--- src/hdl/text_console_writer_unit_macros.svh ---
// Assertion macros shared by the console writer RTL.
// Included by the modules that carry concurrent checks; no other dependencies.
`ifndef TEXT_CONSOLE_WRITER_UNIT_MACROS_SVH
`define TEXT_CONSOLE_WRITER_UNIT_MACROS_SVH

// condition holds at every clock edge out of reset
`define TCW_ASSERT_ALWAYS(label, clk, rst, cond, msg) \
   label: assert property (@(posedge clk) disable iff (rst) (cond)) else $error(msg);

// consequent holds in the same cycle as the antecedent
`define TCW_ASSERT_IMPLY(label, clk, rst, ante, cons, msg) \
   label: assert property (@(posedge clk) disable iff (rst) (ante) |-> (cons)) else $error(msg);

// consequent holds in the cycle after the antecedent
`define TCW_ASSERT_NEXT(label, clk, rst, ante, cons, msg) \
   label: assert property (@(posedge clk) disable iff (rst) (ante) |=> (cons)) else $error(msg);

`endif

--- src/hdl/tcw_pkg.sv ---
// Shared types and constants of the text console writer.
// No dependencies; used by every module of the block but tcw_ram.
`default_nettype none

package tcw_pkg;

   localparam int MEMORY_CELLS = 8192;
   localparam int ADDR_W       = 13;
   localparam int CELL_W       = 16;
   localparam int CHAR_W       = 8;
   localparam int ATTR_W       = 8;
   localparam int ACTION_W     = 2;
   localparam int CSR_INDEX_W  = 1;
   localparam int CSR_DATA_W   = 16;
   localparam int REQ_DATA_W   = 24;
   localparam int RSP_DATA_W   = 48;
   localparam int QUEUE_DEPTH  = 2;   // power of two, pointers wrap naturally

   typedef enum logic [3:0] {
      CMD_NOP,
      CMD_BELL,
      CMD_BACKSPACE,
      CMD_LF_CR,
      CMD_LF,
      CMD_CR,
      CMD_BLANK,
      CMD_PRINT,
      CMD_READ,
      CMD_CLEAR
   } cmd_kind_type;

   typedef struct packed {
      cmd_kind_type              kind;
      logic [CHAR_W-1:0]         byte_value;
      logic [ADDR_W-1:0]         cell_address;
      logic                      publish;
   } cmd_type;

   // packed from the top bit down: read_data ends up in the lowest bits
   typedef struct packed {
      logic                      beep;
      logic [ADDR_W-1:0]         start_register;
      logic [ADDR_W-1:0]         cursor_register;
      logic [CELL_W-1:0]         read_data;
   } rsp_type;

   localparam int RSP_PAD_W = RSP_DATA_W - $bits(rsp_type);

endpackage

`default_nettype wire

--- src/hdl/tcw_queue.sv ---
// Short command queue between the front classifier and the back sequencer.
// Depends on tcw_pkg for the command type and the depth.
`default_nettype none
`include "text_console_writer_unit_macros.svh"

module tcw_queue (
   input  logic             clock,
   input  logic             reset,
   input  logic             push,
   input  tcw_pkg::cmd_type push_cmd,
   output logic             full,
   input  logic             pop,
   output tcw_pkg::cmd_type pop_cmd,
   output logic             empty
);

   localparam int PTR_W = $clog2(tcw_pkg::QUEUE_DEPTH);
   localparam int CNT_W = $clog2(tcw_pkg::QUEUE_DEPTH + 1);
   localparam logic [CNT_W-1:0] DEPTH_CNT = CNT_W'(tcw_pkg::QUEUE_DEPTH);

   tcw_pkg::cmd_type entries_ff [tcw_pkg::QUEUE_DEPTH];
   logic [PTR_W-1:0] wr_ptr_ff, wr_ptr_in;
   logic [PTR_W-1:0] rd_ptr_ff, rd_ptr_in;
   logic [CNT_W-1:0] count_ff, count_in;

   assign full    = (count_ff == DEPTH_CNT);
   assign empty   = (count_ff == '0);
   assign pop_cmd = entries_ff[rd_ptr_ff];

   always_comb begin
      wr_ptr_in = push ? wr_ptr_ff + 1'b1 : wr_ptr_ff;
      rd_ptr_in = pop  ? rd_ptr_ff + 1'b1 : rd_ptr_ff;
      count_in  = count_ff;
      if (push && !pop) begin
         count_in = count_ff + 1'b1;
      end else if (pop && !push) begin
         count_in = count_ff - 1'b1;
      end
   end

   always_ff @(posedge clock) begin
      if (reset) begin
         wr_ptr_ff <= '0;
         rd_ptr_ff <= '0;
         count_ff  <= '0;
      end else begin
         wr_ptr_ff <= wr_ptr_in;
         rd_ptr_ff <= rd_ptr_in;
         count_ff  <= count_in;
      end
   end

   always_ff @(posedge clock) begin
      if (push) begin
         entries_ff[wr_ptr_ff] <= push_cmd;
      end
   end

   `TCW_ASSERT_IMPLY(a_queue_no_overflow, clock, reset, push, !full, "push into full queue")
   `TCW_ASSERT_IMPLY(a_queue_no_underflow, clock, reset, pop, !empty, "pop from empty queue")

endmodule

`default_nettype wire

--- config.mk ---
export PLATFORM = sky130hd
export DESIGN_NAME = tcw_queue
export DESIGN_NICKNAME = d
export VERILOG_FILES = /design/src/hdl/tcw_pkg.sv /design/src/hdl/tcw_queue.sv
export VERILOG_INCLUDE_DIRS = /design/src /design/src/hdl
export SDC_FILE = /design/constraint.sdc
export NUM_CORES = 1
export LEC_CHECK = 0
export ABC_CLOCK_PERIOD_IN_PS = 2100
export BUFFER_PORTS_ARGS = -buffer_cell sky130_fd_sc_hd__buf_2
export CORE_MARGIN = 1
export CORE_UTILIZATION = 51
export DETAILED_ROUTE_END_ITERATION = 10
export PLACE_DENSITY_LB_ADDON = 0.12
export RECOVER_POWER = 50
export REMOVE_ABC_BUFFERS = 1
export SLEW_MARGIN = 20
export SYNTH_ARGS = -nofsm -noshare
export SYNTH_HDL_FRONTEND = slang
export SYNTH_SLANG_ARGS = --single-unit
--- constraint.sdc ---
create_clock -name clock -period 2.1 [get_ports clock]
set_input_delay 0.315 -clock clock [delete_from_list [all_inputs] [get_ports clock]]
set_output_delay 0.315 -clock clock [all_outputs]
set_load 0.005 [all_outputs]
==> key figures <==
Placement
  – Placed cell count: 211
  – DP HPWL: 2.23 mm
  – Routability cong.: 0.614
  – Place WS: 0.750 ns
  – Port bufs: 57
  – Placed instance area: 2450 µm²

CTS
  – Post_cts resized: 0
  – Num CTS Buffers: 9
  – # H-tree levels: 3
  – Post-CTS setup buffers: 0
  – CTS tree: built
  – Root buf cell: clkbuf_8
  – Hold Buf Count CTS: 0
  – Sink Count: 57
  – Clock slew at reported path FFs: 0.06 ns
  – Clock Latency Late Sink: 0.32 ns
  – Max clock buf depth: 2

Global route
  – Initial antenna violation count: 0
  – Vias in the first global route: 1092
  – Largest net degree at the start of global routing: 18
  – First-pass GRT wire length: 5.05 mm
  – GRT Total Usage: 0.172
  – GR Overflow Total: 0

Layout
  – Layout cells sized above 1: 0.494
  – Sequential cell area: 1660 µm²
  – Multi-input gate area: 397 µm²
  – Commonest non-fill, non-tap cell in the layout: edfxtp_1
  – Layout area overhead: 23.6%
  – Finished Core Util: 0.678
  – Nets@finish: 205
  – Inserted Diodes: 0
  – Layout Cells excl Fill: 224
  – Final instance area: 2570 µm²
  – Most frequent cells in the layout: 52 x edfxtp_1, 45 x buf_2, 26 x mux2_2
  – Filler Cell Count: 266

Timing
  – Fmax: 0.598 GHz
  – Final hold vios: 0
  – Layout Skew: 0.00758 ns
  – Setup ws final: 0.429 ns
  – Sum Neg Setup Slack: 0 ns
  – Tmin final: 1.67 ns
  – Final setup viols: 0
  – Worst Max-Slew Pin Slew: 0.700 ns
  – RSZ-0062 raised after global routing: no
  – Period utilisation layout: 0.796
  – Slew headroom: 0.533
  – Worst Hold Slack: 0.186 ns
  – Final Max Tran Viols: 0

Die
  – Die ar.: 4340 µm²
  – Ports: 58
  – Cell Rows: 22
  – Width of the die: 65.9 µm
  – Die Ht: 65.9 µm
  – Initial Utilization: 0.548
  – CORE AREA: 3800 µm²

Synth
  – Syn avg cell area: 20.2 µm²
  – Synth warn: 0
  – Register area share after synthesis: 0.798
  – Top-area cell type share of the netlist area: 0.750
  – Area contributors post-synth: edfxtp_1 75%, mux2_2 14%, dfxtp_1 4.8%
  – Cell Area, Synth: 2080 µm²
  – Synth Register Bits: 57
  – Cell variety after synth: 16
  – Post-Synthesis Cells: 103
  – Synth area leader: edfxtp_1

Routing
  – First DRT Iteration DRCs: 41
  – TritonRoute pass-1 iters: 4
  – Vias per cell: 4.90
  – Wire per inst: 14.3 µm
  – Remaining antenna violation count: 0
  – Routed vias: 1097
  – Final wirelength: 3.20 mm
  – Remaining DRCs: 0

Job
  – Max-Cap Viols: 0

Critical path
  – Worst Path Required: 1.78 ns
  – Worst Setup Start Kind: flip-flop
  – Arrival @ worst endpoint: 1.36 ns
  – Crit Path Max Fanout: 14
  – Setup crit end kind: primary output
  – Setup Crit Path Kind: flip-flop to primary output

Power
  – Final Power: 2.35 mW
  – VDD IR max: 0.513 mV
  – Flop pwr share: 0.571
  – Clock share of power: 0.319
  – Sw Share: 0.209
  – Sw power: 490 µW
  – P_int: 1.86 mW
  – Logic gate share of total power: 0.109
  – Power per cell area: 913 nW/µm²
  – Leakage power: 0.971 nW

Hold path
  – Hold crit path type: primary input to flip-flop

Outcome
  – Outcome: complete, no violations
## power by group through the flow
| stage | registers, mW | logic, mW | clock network (mW) |
|---|---|---|---|
| 2_1_floorplan | 1.37 | 0.124 | 0 |
| 3_3_place_gp | 1.36 | 0.257 | 0 |
| 3_5_place_dp | 1.37 | 0.267 | 0 |
| 4_1_cts | 1.34 | 0.269 | 0.776 |
| 5_1_grt | 1.35 | 0.285 | 0.829 |
| 6_report | 1.34 | 0.257 | 0.750 |
## worst max-delay path, stage by stage, from the launching register on
cell and delay (ns):
dfxtp_1 0.32, buf_4 0.22, mux2_2 0.37, buf_2 0.13
## per-layer routing
metal,routed length (µm),track usage
met5,0,0
met4,36,0.114
met2,1700,0.274
met3,199,0.0586
met1,1260,0.194
## path summary, 6_finish.rpt
kind                                    from                end  slack, ns  cells after the start
worst max-delay path               flip-flop        pop_cmd[12]       0.43                      3
worst min-delay path            push_cmd[21]  entries_ff[0][21]       0.19                      1
worst max register to register     wr_ptr_ff  entries_ff[0][15]       0.68                      2
worst min register to register     rd_ptr_ff          rd_ptr_ff       0.53                      2
## cell families after synthesis
family / Yosys count / share of synthesized area
AO/OA/AOI/OAI: 2 / 0.00480
buffers and inverters: 4 / 0.0114
XOR/XNOR: 4 / 0.0168
multiplexers: 26 / 0.141
AND/OR/NAND/NOR: 9 / 0.0222
adder cells (fa/ha/maj): 1 / 0.00601
flip-flops: 57 / 0.798
## state kept, by name (all words and copies together) (netlist names), named ones only
register / count
rd_ptr_ff: 1
count_ff: 2
wr_ptr_ff: 1
entries_ff: 52
## area by class of cell
class,count,area share
multi-input combinational,42,0.154
clock buffer,11,0.0510
inverter,1,0.00146
tap,48,0.0233
sequential,57,0.646
timing repair buffer,63,0.121
clock inverter,2,0.00340
## cell usage after synthesis
library cell  instances
or3_1                 1
xor2_1                2
nor2b_1               1
nor2_1                5
buf_4                 2
inv_1                 1
o21ai_0               1
edfxtp_1             52
xnor2_1               2
a21oi_1               1
ha_1                  1
mux2_2               26
buf_2                 1
and2_1                1
and2b_2               1
dfxtp_1               5
Note: power is estimated with default switching activity, not from simulation.
