### src/hdl/text_console_writer_unit_macros.svh
// Assertion macros shared by the console writer RTL.
// Included by the modules that carry concurrent checks; no other dependencies.
`ifndef TEXT_CONSOLE_WRITER_UNIT_MACROS_SVH
`define TEXT_CONSOLE_WRITER_UNIT_MACROS_SVH

// condition holds at every clock edge out of reset
`define TCW_ASSERT_ALWAYS(label, clk, rst, cond, msg) \
   label: assert property (@(posedge clk) disable iff (rst) (cond)) else $error(msg);

// consequent holds in the same cycle as the antecedent
`define TCW_ASSERT_IMPLY(label, clk, rst, ante, cons, msg) \
   label: assert property (@(posedge clk) disable iff (rst) (ante) |-> (cons)) else $error(msg);

// consequent holds in the cycle after the antecedent
`define TCW_ASSERT_NEXT(label, clk, rst, ante, cons, msg) \
   label: assert property (@(posedge clk) disable iff (rst) (ante) |=> (cons)) else $error(msg);

`endif

### src/hdl/tcw_pkg.sv
// Shared types and constants of the text console writer.
// No dependencies; used by every module of the block but tcw_ram.
`default_nettype none

package tcw_pkg;

   localparam int MEMORY_CELLS = 8192;
   localparam int ADDR_W       = 13;
   localparam int CELL_W       = 16;
   localparam int CHAR_W       = 8;
   localparam int ATTR_W       = 8;
   localparam int ACTION_W     = 2;
   localparam int CSR_INDEX_W  = 1;
   localparam int CSR_DATA_W   = 16;
   localparam int REQ_DATA_W   = 24;
   localparam int RSP_DATA_W   = 48;
   localparam int QUEUE_DEPTH  = 2;   // power of two, pointers wrap naturally

   typedef enum logic [3:0] {
      CMD_NOP,
      CMD_BELL,
      CMD_BACKSPACE,
      CMD_LF_CR,
      CMD_LF,
      CMD_CR,
      CMD_BLANK,
      CMD_PRINT,
      CMD_READ,
      CMD_CLEAR
   } cmd_kind_type;

   typedef struct packed {
      cmd_kind_type              kind;
      logic [CHAR_W-1:0]         byte_value;
      logic [ADDR_W-1:0]         cell_address;
      logic                      publish;
   } cmd_type;

   // packed from the top bit down: read_data ends up in the lowest bits
   typedef struct packed {
      logic                      beep;
      logic [ADDR_W-1:0]         start_register;
      logic [ADDR_W-1:0]         cursor_register;
      logic [CELL_W-1:0]         read_data;
   } rsp_type;

   localparam int RSP_PAD_W = RSP_DATA_W - $bits(rsp_type);

endpackage

`default_nettype wire

### src/hdl/tcw_front.sv
// Front end: accepts request transactions and classifies them into commands.
// Depends on tcw_pkg for the command type and field widths.
`default_nettype none

module tcw_front (
   input  logic                               req_tvalid,
   output logic                               req_tready,
   input  logic [tcw_pkg::REQ_DATA_W-1:0]     req_tdata,
   input  logic [tcw_pkg::ACTION_W-1:0]       req_tuser,
   input  logic                               req_tlast,
   input  logic                               full,
   output logic                               push,
   output tcw_pkg::cmd_type                   cmd
);

   localparam logic [tcw_pkg::ACTION_W-1:0] ACT_PUT   = tcw_pkg::ACTION_W'(0);
   localparam logic [tcw_pkg::ACTION_W-1:0] ACT_READ  = tcw_pkg::ACTION_W'(1);
   localparam logic [tcw_pkg::ACTION_W-1:0] ACT_CLEAR = tcw_pkg::ACTION_W'(2);

   localparam logic [tcw_pkg::CHAR_W-1:0] CH_NUL = 8'h00;
   localparam logic [tcw_pkg::CHAR_W-1:0] CH_BEL = 8'h07;
   localparam logic [tcw_pkg::CHAR_W-1:0] CH_BS  = 8'h08;
   localparam logic [tcw_pkg::CHAR_W-1:0] CH_HT  = 8'h09;
   localparam logic [tcw_pkg::CHAR_W-1:0] CH_LF  = 8'h0A;
   localparam logic [tcw_pkg::CHAR_W-1:0] CH_VT  = 8'h0B;
   localparam logic [tcw_pkg::CHAR_W-1:0] CH_FF  = 8'h0C;
   localparam logic [tcw_pkg::CHAR_W-1:0] CH_CR  = 8'h0D;
   localparam logic [tcw_pkg::CHAR_W-1:0] CH_SI  = 8'h0F;

   logic [tcw_pkg::CHAR_W-1:0] byte_value;
   logic [tcw_pkg::ADDR_W-1:0] cell_address;

   assign byte_value   = req_tdata[tcw_pkg::CHAR_W-1:0];
   assign cell_address = req_tdata[tcw_pkg::CHAR_W +: tcw_pkg::ADDR_W];

   assign req_tready = !full;
   assign push       = req_tvalid && !full;

   always_comb begin
      cmd.byte_value   = byte_value;
      cmd.cell_address = cell_address;
      cmd.publish      = 1'b0;
      cmd.kind         = tcw_pkg::CMD_NOP;
      unique case (req_tuser)
         ACT_PUT: begin
            cmd.publish = req_tlast;
            unique case (byte_value)
               CH_NUL, CH_HT, CH_VT: cmd.kind = tcw_pkg::CMD_NOP;
               CH_BEL:               cmd.kind = tcw_pkg::CMD_BELL;
               CH_BS:                cmd.kind = tcw_pkg::CMD_BACKSPACE;
               CH_LF:                cmd.kind = tcw_pkg::CMD_LF_CR;
               CH_FF:                cmd.kind = tcw_pkg::CMD_LF;
               CH_CR:                cmd.kind = tcw_pkg::CMD_CR;
               CH_SI:                cmd.kind = tcw_pkg::CMD_BLANK;
               default:              cmd.kind = tcw_pkg::CMD_PRINT;
            endcase
         end
         ACT_READ:  cmd.kind = tcw_pkg::CMD_READ;
         ACT_CLEAR: cmd.kind = tcw_pkg::CMD_CLEAR;
         default:   cmd.kind = tcw_pkg::CMD_NOP;   // unused action: plain status answer
      endcase
   end

endmodule

`default_nettype wire

### config.mk
export PLATFORM = sky130hd
export DESIGN_NAME = tcw_front
export DESIGN_NICKNAME = d
export VERILOG_FILES = /design/src/hdl/text_console_writer_unit_macros.svh /design/src/hdl/tcw_pkg.sv /design/src/hdl/tcw_front.sv
export SDC_FILE = /design/constraint.sdc
export NUM_CORES = 1
export LEC_CHECK = 0
export BUFFER_PORTS_ARGS = -buffer_cell sky130_fd_sc_hd__clkbuf_2
export CORE_AREA = 2 2 39 41
export DETAILED_ROUTE_END_ITERATION = 7
export DIE_AREA = 0 0 41 43
export PLACE_DENSITY = 0.83
export SYNTH_ARGS = -nofsm -noshare
export SYNTH_HDL_FRONTEND = slang
export SYNTH_SLANG_ARGS = --single-unit
### constraint.sdc
create_clock -name vclk -period 1.3
set_clock_uncertainty 0.1 [all_clocks]
set_input_delay 0.195 -clock vclk [all_inputs]
set_output_delay 0.195 -clock vclk [all_outputs]
set_load 0.1 [all_outputs]
==> metrics, run 1 <==
sequential area share after synthesis 0%; clock power share 0%; Max Slew Vio Count 0; Combinational Power Share 100.0%; hold_buf cts 0; Hold Vio Cnt, Final 0; Detail Route Antenna Nets 0; Core Util, Final 59.4%; pin count of the biggest net entering global routing 6; Lkg Pwr 0.391 nW; area occupied by registers 0 um2; Vias 354; die area 1760 um2; maximum clock frequency 0.621 GHz; setup tns final -905 ps; area of the multi-input gates 245 um2; Initial DRC Count 2; Cells after DPL 86; Routed wire per std cell 10.2 um; Design Area, Final 822 um2; vias in the first global route 315; routed wire length 878 um; grt ovf 0; worst slew pin tran 265 ps; antenna violations before repair 0; initial core utilization 26.3%; n_diodes 0; status complete, but fails checks; first-pass GRT wire length 1280 um; Psw 276 uW; crit-path cells buf_6, or4_4, a31oi_4, a21oi_2, buf_12; port buffer count 28; Pre-Repair DR Iteration Count 4; Crit Path Category input pin to output pin; worst setup margin -310 ps; final hold slack 290 ps; worst rel slew slack 82.3%; clock buffer count 0; share of cells above drive strength 1 77.1%; mapped cell area 364 um2; synthesis warning total 0; Mapped Cells 50; core footprint 1380 um2; Die X 41 um; syn_area_per_cell 7.28 um2; number of remaining DRC errors 0; DP Wirelength 849 um; num sequential 0; gr usage total 9.99%; internal power 182 uW; Area Overhead vs Synth 126%; VDD IR max 210 uV; Setup Slack @ Placement -399 ps; drt via density 4.12; failing checks negative setup slack; crit-path max cell delay 550 ps; Mapped Nets 84; fin crit period 1610 ps; Post-DP Area 763 um2; slowest CP cell or4_4; share of power burned in registers 0%; row count 14; Net Sw Frac 60.2%; kind of end point of the critical path output pin; die height 43 um; RSZ-0062 raised after global routing yes; Pwr Total 458 uW; synth unique cells 14; Final Non-Filler Cells 86; Req. time, crit path 1000 ps; FILL cells 112; # IOs 57; CP startpoint kind input pin; Power per Cell Area 558 nW/um2; max-capacitance violation count 0; gpl congestion 0.656; HP Class input pin to output pin; final net count 106; maximum fanout along the worst path 2; final setup vio count 3; Final Cycle Share 124%; WP data arrival 1320 ps; Post-CTS Setup Inserts 0
[power by group through the flow]
stage          clock network (mW)  logic [mW]  registers, mW
2_1_floorplan                   0       0.461              0
3_3_place_gp                    0       0.438              0
3_5_place_dp                    0       0.445              0
4_1_cts                         0       0.461              0
5_1_grt                         0       0.477              0
6_report                        0       0.458              0
[final timing paths]
check	startpoint	to	slack [ps]	cells past startpoint
setup / recovery	req_tdata[7]	cmd[23]	-310	5
hold / removal	req_tdata[17]	cmd[10]	290	0
[worst max-delay path, delay by kind of cell]
kind,cells,cell delay (ps)
buffers and inverters,2,260
AO/OA/AOI/OAI,2,310
AND/OR/NAND/NOR,1,550
[cell type report]
| class | instances | share of cell area [%] |
|---|---|---|
| multi-input combinational | 23 | 29.8 |
| inverter | 6 | 5.78 |
| timing repair buffer | 41 | 61.9 |
| tap | 16 | 2.44 |
[placed cells by master (no fill, tap or decap), types with 3 or more instances in the layout]
master,instances
buf_12,15
buf_4,13
clkbuf_2,10
ha_1,3
nand2_1,3
[synthesized netlist by cell type]
library cell,number,area [um2]
or2b_1,2,15.0
nor2b_1,1,6.26
and2_1,1,6.26
or3_1,1,6.26
buf_4,21,158
ha_1,5,62.6
inv_1,6,22.5
a21oi_1,3,15.0
o211ai_1,2,15.0
mux2i_1,1,10.0
nand2_1,3,11.3
or4_4,1,11.3
a31oi_2,1,12.5
nand2b_1,2,12.5
[layer usage]
layer	global-route usage, %	share of wire [%]	vias up
li1	-	-	181
met1	9.18	30	153
met2	21.9	58	20
met3	0.524	12	0
met4	0	0	0
met5	0	0	-
[logic make-up (layout without fill, tap and decap cells)]
| kind of cell | Yosys count | count (layout) | share of synthesized area, % |
|---|---|---|---|
| AOI/OAI and AO/OA | 6 | 6 | 11.7 |
| muxes | 1 | 1 | 2.75 |
| buffers and inverters | 27 | 47 | 49.5 |
| and+or+nand+nor | 11 | 11 | 18.9 |
| adders and majority gates | 5 | 5 | 17.2 |
[repair_timing]
| action | in CTS | in global routing |
|---|---|---|
| pin swaps | 1 | 0 |
| gates resized for setup | 8 | 1 |
| setup endpoints to repair | 3 | 3 |
| endpoints found under the hold margin | 0 | 0 |
Power figures use the tool's default switching activity.
==> run 2, diff against run 1 <==
- SKIP_LAST_GASP: not set -> 1
==> run 2 against run 1 <==
The run still ends with negative setup slack left. Fmax down 0.19%. Largest power group unchanged. Sequential cell count is the same. First-iteration DRC count shrank 100%. Combinational power decreased by 2%. Final cell count unchanged. Final area decreased by 3.5%.
==> metrics, run 2 (synthesis results as in run 1) <==
HP Class input pin to output pin; Final Non-Filler Cells 86 (unchanged); RSZ-0062 raised after global routing yes; most frequent cells in the layout buf_12, buf_4, clkbuf_2, nand2_1, ha_1; pin count of the biggest net entering global routing 6 (unchanged); initial core utilization 26.3% (unchanged); worst setup margin -313 ps (-3.08 ps); port buffer count 28 (unchanged); grt ovf 0 (unchanged); core footprint 1380 um2 (unchanged); Final Cycle Share 124% (+0.24 points); final setup vio count 3 (unchanged); gpl congestion 0.656 (unchanged); clock buffer count 0 (unchanged); Lkg Pwr 0.379 nW (-3.1%); VDD IR max 209 uV (-0.45%); vias in the first global route 317 (+0.63%); antenna violations before repair 0 (unchanged); number of remaining DRC errors 0 (unchanged); crit path to cmd[23]; Crit Path Category input pin to output pin; Max Slew Vio Count 0 (unchanged); Die X 41 um (unchanged); Area Overhead vs Synth 118%; max-capacitance violation count 0 (unchanged); Hold Vio Cnt, Final 0 (unchanged); drt via density 4.08 (-0.85%); Req. time, crit path 1000 ps (about the same); Design Area, Final 793 um2 (-3.5%); Initial DRC Count 0 (-2); status complete, but fails checks; Pre-Repair DR Iteration Count 1 (-3); num sequential 0 (unchanged); failing checks negative setup slack; worst rel slew slack 82.3% (unchanged); Pwr Total 450 uW (-1.9%); Vias 351 (-0.85%); area occupied by registers 0 um2 (unchanged); final hold slack 290 ps (unchanged); Cells after DPL 86 (unchanged); n_diodes 0 (unchanged); fin crit period 1610 ps (+3.08 ps); leading cell type in the layout, fill and taps excluded buf_12; gr usage total 9.99% (unchanged); die area 1760 um2 (unchanged); kind of end point of the critical path output pin; maximum clock frequency 0.620 GHz (-0.19%); Post-DP Area 763 um2 (unchanged); maximum fanout along the worst path 2 (unchanged); worst slew pin tran 265 ps (unchanged); DP Wirelength 849 um (unchanged); Crit. Startpoint req_tdata[7]; final net count 106 (unchanged); die height 43 um (unchanged); Routed wire per std cell 10.1 um (-1.5%); Power per Cell Area 567 nW/um2 (+1.7%); row count 14 (unchanged); Detail Route Antenna Nets 0 (unchanged); share of cells above drive strength 1 77.1% (unchanged); routed wire length 865 um (-1.5%); CP startpoint kind input pin; WP data arrival 1320 ps (about the same); # IOs 57 (unchanged); hold_buf cts 0 (unchanged); first-pass GRT wire length 1280 um (unchanged)
[run 2: per-stage QoR]
step / setup TNS [ps] / setup WS, ps / util [%]
after floorplan: -1800 / -1040 / -
after global placement: -1070 / -378 / 55.2
after detailed placement: -1100 / -399 / 55.2
after CTS: -943 / -325 / 57.3
after global routing: -1060 / -370 / 57.3
final: -925 / -313 / 57.3
[run 2: layer usage]
layer  GRT usage, %  share of wire (%)  vias up
met5              0                  0        -
met4              0                  0        0
met3          0.524                 12        0
met2           21.9                 58       20
met1           9.18                 31      151
li1               -                  -      180
[run 2: worst min path at each step]
stage	start	to	slack (ps)	cells past startpoint
2_1_floorplan	full	push	390	1
3_3_place_gp	req_tdata[8]	cmd[1]	290	0
3_5_place_dp	req_tdata[8]	cmd[1]	290	0
4_1_cts	req_tdata[8]	cmd[1]	290	0
5_1_grt	req_tdata[19]	cmd[12]	290	0
6_report	req_tdata[17]	cmd[10]	290	0
[run 2: cell type report]
cell class,instances,area [um2]
Multi-Input combinational cell,23,245
Timing Repair Buffer,41,480
Tap cell,16,20.0
Fill cell,117,591
Inverter,6,47.5
[run 2: worst max-delay path, stage by stage]
cell and delay, ps:
clkbuf_2 90, or4_4 550, a31oi_4 210, a21oi_2 100
buf_12 170
[run 2: what timing repair did]
item | 4_1_cts | 5_1_grt
buffers inserted | 0 | 0
endpoints found under the setup margin | 3 | 3
pin swaps | 1 | 0
gates resized for setup | 6 | 0
[run 2: power by group]
| part | internal, mW | total (mW) | switching (mW) |
|---|---|---|---|
| Combinational | 0.174 | 0.450 | 0.276 |
| Clock | 0 | 0 | 0 |
| Sequential | 0 | 0 | 0 |
